[config.mk]
export PLATFORM = sky130hd
export DESIGN_NAME = peu_fx
export DESIGN_NICKNAME = d
export VERILOG_FILES = /design/src/rtl/peu_pkg.sv /design/src/rtl/peu_fx.sv
export SDC_FILE = /design/constraint.sdc
export NUM_CORES = 2
export LEC_CHECK = 0
export BUFFER_PORTS_ARGS = -buffer_cell sky130_fd_sc_hd__buf_2
export CAP_MARGIN = 15
export CELL_PAD_IN_SITES_DETAIL_PLACEMENT = 1
export CELL_PAD_IN_SITES_GLOBAL_PLACEMENT = 2
export CORE_MARGIN = 2
export CORE_UTILIZATION = 45
export CTS_CLUSTER_SIZE = 20
export DETAILED_ROUTE_END_ITERATION = 10
export PLACE_DENSITY = 0.81
export REMOVE_ABC_BUFFERS = 1
export SLEW_MARGIN = 20
export SYNTH_ARGS = -nofsm -noshare
export SYNTH_HDL_FRONTEND = slang
export SYNTH_MEMORY_MAX_BITS = 65536
export SYNTH_SLANG_ARGS = --single-unit
[constraint.sdc]
create_clock -name clock -period 7.5 [get_ports clock]
set_input_delay 1.125 -clock clock [delete_from_list [all_inputs] [get_ports clock]]
set_output_delay 1.125 -clock clock [all_outputs]
set_load 0.005 [all_outputs]
[src/rtl/peu_pkg.sv]
package peu_pkg;

   localparam int AXIS_W     = 20;
   localparam int LANES      = 3;
   localparam int DT_W       = 12;
   localparam int MASS_W     = 20;
   localparam int LIFE_W     = 16;
   localparam int SCALE_W    = 32;
   localparam int COLOR_W    = 48;
   localparam int COMP_W     = 16;
   localparam int VEC_W      = AXIS_W * LANES;
   localparam int QUO_W      = 2 * AXIS_W;
   localparam int LANE_LAT   = QUO_W + 7;
   localparam int TOTAL_LAT  = LANE_LAT + 1;
   localparam int CSR_IDX_W  = 2;

   localparam logic [CSR_IDX_W-1:0] CSR_TIME_STEP = 2'd0;
   localparam logic [CSR_IDX_W-1:0] CSR_MASS      = 2'd1;
   localparam logic [CSR_IDX_W-1:0] CSR_GRAVITY   = 2'd2;
   localparam logic [CSR_IDX_W-1:0] CSR_DRAG      = 2'd3;

   localparam logic [DT_W-1:0]   DT_RESET   = 12'd68;
   localparam logic [MASS_W-1:0] MASS_RESET = 20'd4096;

   localparam logic [COMP_W-1:0] SHRINK_Q16 = 16'd39322;
   localparam logic [COMP_W-1:0] FADE_Q16   = 16'd52429;
   localparam logic signed [17:0] REMOVE_LIMIT = -18'sd2732;

   typedef logic signed [AXIS_W-1:0] axis_type;

   typedef struct packed {
      logic [LIFE_W-1:0]  life;
      logic [SCALE_W-1:0] scale;
      logic [COLOR_W-1:0] color;
      logic               remove;
   } fx_type;

   function automatic axis_type sat_axis(input logic signed [41:0] x);
      if (x > 42'sd524287) begin
         return 20'sd524287;
      end else if (x < -42'sd524288) begin
         return -20'sd524288;
      end
      return x[AXIS_W-1:0];
   endfunction

endpackage

[src/rtl/peu_fx.sv]
module peu_fx (
   input  logic                          clock,
   input  logic                          reset,
   input  logic                          in_valid,
   input  logic [peu_pkg::LIFE_W-1:0]    life,
   input  logic [peu_pkg::SCALE_W-1:0]   scale,
   input  logic [peu_pkg::COLOR_W-1:0]   color,
   input  logic [1:0]                    flags,
   input  logic [peu_pkg::DT_W-1:0]      dt,
   output logic                          out_valid,
   output peu_pkg::fx_type               fx_out
);

   localparam int DEPTH = peu_pkg::LANE_LAT - 1;

   logic                     vld1_ff;
   logic                     shrink1_ff, fade1_ff;
   logic [15:0]              life1_ff;
   logic                     rm1_ff;
   logic [31:0]              sprd_ff [0:1];
   logic [31:0]              cprd_ff [0:2];
   logic [31:0]              scale1_ff;
   logic [47:0]              color1_ff;

   logic                     vld_ff [0:DEPTH-1];
   peu_pkg::fx_type          dly_ff [0:DEPTH-1];

   logic signed [16:0]       lifea_in;
   logic signed [17:0]       lifeb_in;
   logic [15:0]              lsat_in;
   peu_pkg::fx_type          fx_in;
   logic [32:0]              rnd [0:4];

   always_comb begin
      lifea_in = $signed({life[15], life}) - $signed({5'b0, dt});
      lifeb_in = {lifea_in[16], lifea_in} - $signed({6'b0, dt});
      if (lifeb_in < -18'sd32768) begin
         lsat_in = 16'h8000;
      end else begin
         lsat_in = lifeb_in[15:0];
      end
   end

   always_ff @(posedge clock) begin
      if (reset) begin
         vld1_ff <= 1'b0;
      end else begin
         vld1_ff <= in_valid;
      end
      shrink1_ff <= flags[0] & lifea_in[16];
      fade1_ff   <= flags[1] & lifea_in[16];
      life1_ff   <= lsat_in;
      rm1_ff     <= lifeb_in < peu_pkg::REMOVE_LIMIT;
      scale1_ff  <= scale;
      color1_ff  <= color;
      sprd_ff[0] <= scale[15:0]  * peu_pkg::SHRINK_Q16;
      sprd_ff[1] <= scale[31:16] * peu_pkg::SHRINK_Q16;
      cprd_ff[0] <= color[15:0]  * peu_pkg::FADE_Q16;
      cprd_ff[1] <= color[31:16] * peu_pkg::FADE_Q16;
      cprd_ff[2] <= color[47:32] * peu_pkg::FADE_Q16;
   end

   always_comb begin
      rnd[0] = {1'b0, sprd_ff[0]} + 33'd32768;
      rnd[1] = {1'b0, sprd_ff[1]} + 33'd32768;
      rnd[2] = {1'b0, cprd_ff[0]} + 33'd32768;
      rnd[3] = {1'b0, cprd_ff[1]} + 33'd32768;
      rnd[4] = {1'b0, cprd_ff[2]} + 33'd32768;
      fx_in.life   = life1_ff;
      fx_in.remove = rm1_ff;
      fx_in.scale  = shrink1_ff ? {rnd[1][31:16], rnd[0][31:16]} : scale1_ff;
      fx_in.color  = fade1_ff ? {rnd[4][31:16], rnd[3][31:16], rnd[2][31:16]}
                              : color1_ff;
   end

   always_ff @(posedge clock) begin
      if (reset) begin
         vld_ff[0] <= 1'b0;
      end else begin
         vld_ff[0] <= vld1_ff;
      end
      dly_ff[0] <= fx_in;
   end

   for (genvar j = 1; j < DEPTH; j++) begin : g_dly
      always_ff @(posedge clock) begin
         if (reset) begin
            vld_ff[j] <= 1'b0;
         end else begin
            vld_ff[j] <= vld_ff[j-1];
         end
         dly_ff[j] <= dly_ff[j-1];
      end
   end

   assign out_valid = vld_ff[DEPTH-1];
   assign fx_out    = dly_ff[DEPTH-1];

   logic unused_rnd;
   assign unused_rnd = rnd[0][32] | rnd[1][32] | rnd[2][32] | rnd[3][32] | rnd[4][32];

endmodule

==> impl_metrics.env <==
export IMPL_status="finished clean"
export IMPL_syn_inst=7586
export IMPL_drc=0
export IMPL_max_stage_delay_ns=0.54
export IMPL_netlist_area_leader_share=0.7863
export IMPL_period_needed_ns=6.083
export IMPL_cp_slowest_cell="fa_1"
export IMPL_overflow=0
export IMPL_vias=50080
export IMPL_grt_first_pass_wirelength_mm=308.5
export IMPL_power_density_nw_per_um2=462.5
export IMPL_dr_pass1_iters=4
export IMPL_antenna_found_initial=6
export IMPL_rows=189
export IMPL_grt_max_degree=63
export IMPL_cts_tree="done"
export IMPL_period_share=0.8110
export IMPL_cp_end_kind="flop"
export IMPL_cts_buffers=416
export IMPL_hp_start="dly_ff[0][14]"
export IMPL_port_buffers=210
export IMPL_worst_setup_path_type="in2reg"
export IMPL_report_final_slew_viol_count=0
export IMPL_cts_setup_buffers=0
export IMPL_timing_fmax_ghz=0.1644
export IMPL_postSynthAreaPerCell_um2=15.75
export IMPL_dieArea_um2=269700
export IMPL_slew_headroom=0.3962
export IMPL_cp_startpoint="color[20]"
export IMPL_die_w_um=519.3
export IMPL_ys_seq_area_frac=0.7863
export IMPL_clkTransAtPathRegs_ns=0.07
export IMPL_yosysUniqueCellTypes=74
export IMPL_synth_edf_count=0
export IMPL_htree_levels=5
export IMPL_fin_skew_ns=0.06579
export IMPL_synthesis_area_um2=119500
export IMPL_grt_util_all_layers=0.1443
export IMPL_cts_root_buffer="clkbuf_16"
export IMPL_grt_setup_unrepaired="false"
export IMPL_cp_data_arrival_time_ns=6.84
export IMPL_setup_tns_ns=0
export IMPL_coreArea_um2=264600
export IMPL_placed_area_um2=124900
export IMPL_start_util=0.4515
export IMPL_p_leak_uw=0.06206
export IMPL_clkLatencyLatePin_ns=0.85
export IMPL_stdcell_area_um2=138900
export IMPL_yosys_area_top_type="dfxtp_1"
export IMPL_hp_class="reg2reg"
export IMPL_place_gp_congestion=0.8205
export IMPL_drv_cap=0
export IMPL_synth_top_cells_by_area="dfxtp_1 (79%), ha_1 (7.1%), fa_1 (6.4%), inv_1 (2.5%), xor2_1 (0.74%)"
export IMPL_routedWlPerCell_um=15.90
export IMPL_layout_commonest_cell="dfxtp_1"
export IMPL_hold_viol=0
export IMPL_fp_dieH_um=519.3
export IMPL_async_flop_share=0
export IMPL_drive_above_1_share=0.1092
export IMPL_cp_max_fo=7
export IMPL_cts_resized=0
export IMPL_routed_wl_mm=191.6
export IMPL_cp_start_kind="primary input"
export IMPL_clkSinkCount=4693
export IMPL_io_pins=211
export IMPL_worstMarginPinSlew_ns=0.9023
export IMPL_crit_required_ns=8.26
export IMPL_final_antenna_net_count=0
export IMPL_setup_violations=0
export IMPL_reg2reg_from="cprd_ff[0][18]"
export IMPL_layout_common_cells="dfxtp_1 (4,691), inv_1 (807), ha_1 (680)"
export IMPL_drt_iter0_drc=1585
export IMPL_nets=9358
export IMPL_yosysWarnings=0
export IMPL_fill_cells=24700
export IMPL_viasPerCell=4.154
export IMPL_cts_hold_buffers_added=0
export IMPL_path_cells="buf_2 -> ha_1 -> xor2_1 -> ha_1 -> fa_1 -> inv_1 -> fa_1 -> inv_1 -> fa_1 -> inv_1 -> fa_1 -> inv_1 -> ha_1 -> and4_1 -> nand3_1 -> a21oi_1 -> and3_1 -> a21oi_1 -> a311oi_1 -> or3_1 -> a21oi_1 -> o21bai_1 -> xnor2_1"
export IMPL_cts_max_path_buffers=4
export IMPL_grt_pass1_vias=56900
export IMPL_synth_flop_cell="dfxtp_1"
export IMPL_yosys_register_bits=4693
export IMPL_hpwl_mm=123.2
export IMPL_syn_to_final_growth_pct=16.27
export IMPL_peakVddDrop_mv=0.2619
## metal layers
layer,global-route usage,vias to the layer above,wire length [um]
met5,0,-,18
met1,0.1745,24140,81960
li1,-,24910,-
met2,0.2624,696,98720
met3,0.02479,328,6998
met4,0.04007,4,3929
## stage by stage
| stage | total power, uW | util | worst slack [ns] | instances | hold WS [ns] |
|---|---|---|---|---|---|
| floorplan | 39770 | - | 1.340 | 7550 | 0.3096 |
| global placement | 42960 | 0.4719 | 0.4707 | 11300 | 0.3096 |
| detailed placement | 43550 | 0.4719 | 0.4490 | 11300 | 0.3132 |
| CTS | 65480 | 0.5250 | 1.393 | 12050 | 0.2540 |
| global route | 68380 | 0.5250 | 1.018 | 12050 | 0.2613 |
| finish | 64250 | 0.5250 | 1.417 | 12050 | 0.2675 |
## path summary, 6_finish.rpt
| path | endpoint | slack (ns) | cells past startpoint |
|---|---|---|---|
| max reg2reg | dly_ff[0][16] | 5.41 | 9 |
| min reg2reg | dly_ff[1][14] | 0.27 | 0 |
| min | dly_ff[1][14] | 0.27 | 0 |
| max | cprd_ff[0][63] | 1.42 | 23 |
## logic make-up after synthesis
family / Yosys count / share of synthesized area
flops: 4693 / 0.7863
fa+ha+maj: 1061 / 0.1350
buf+inv: 843 / 0.02652
simple gates: 486 / 0.02072
compound gates: 304 / 0.01671
xor+xnor: 194 / 0.01422
mux: 5 / 0.0004712
## worst max-delay path, delay by kind of cell
family,cells,cell delay (ns)
xor gates and xnor gates,2,0.33
buffers and inverters,5,0.42
AOI/OAI and AO/OA,5,0.96
adders and majority gates,7,3.04
and+or+nand+nor,4,0.96
## cell type report
type | instances | area [um^2] | area share
Inverter | 807 | 3029 | 0.02180
Timing Repair Buffer | 216 | 1096 | 0.007889
Antenna cell | 1 | 2.502 | 0.00001801
Clock buffer | 589 | 12020 | 0.08649
Multi-Input combinational cell | 2050 | 22360 | 0.1610
Tap cell | 3533 | 4420 | 0.03182
Clock inverter | 165 | 2044 | 0.01472
Sequential cell | 4693 | 93960 | 0.6763
## state kept, by name (all words and copies together), names as in the netlist
signal / cells
color1_ff: 48
rm1_ff: 1
dly_ff: 4462
scale1_ff: 28
fade1_ff: 1
vld_ff: 46
shrink1_ff: 1
life1_ff: 16
cprd_ff: 51
sprd_ff: 38
vld1_ff: 1
## cell usage after synthesis, types with 12 or more instances
| cell | number |
|---|---|
| dfxtp_1 | 4693 |
| inv_1 | 807 |
| ha_1 | 680 |
| fa_1 | 381 |
| nor2_1 | 150 |
| a21oi_1 | 132 |
| xor2_1 | 101 |
| xnor2_1 | 93 |
| nor2b_1 | 67 |
| nand2_1 | 62 |
| nand3_1 | 59 |
| a21o_1 | 40 |
| clkbuf_1 | 33 |
| and3_1 | 32 |
| nor3_1 | 31 |
| o21ai_0 | 27 |
| nand4_1 | 19 |
| o21a_1 | 17 |
| and2_1 | 12 |
## where the power goes
| part | total (uW) | switching [uW] | internal, uW |
|---|---|---|---|
| Clock | 21300 | 8860 | 12500 |
| Combinational | 10400 | 5820 | 4540 |
| Sequential | 32600 | 1670 | 30900 |
| Total | 64300 | 16300 | 47900 |
(Power assumes the default switching activity.)
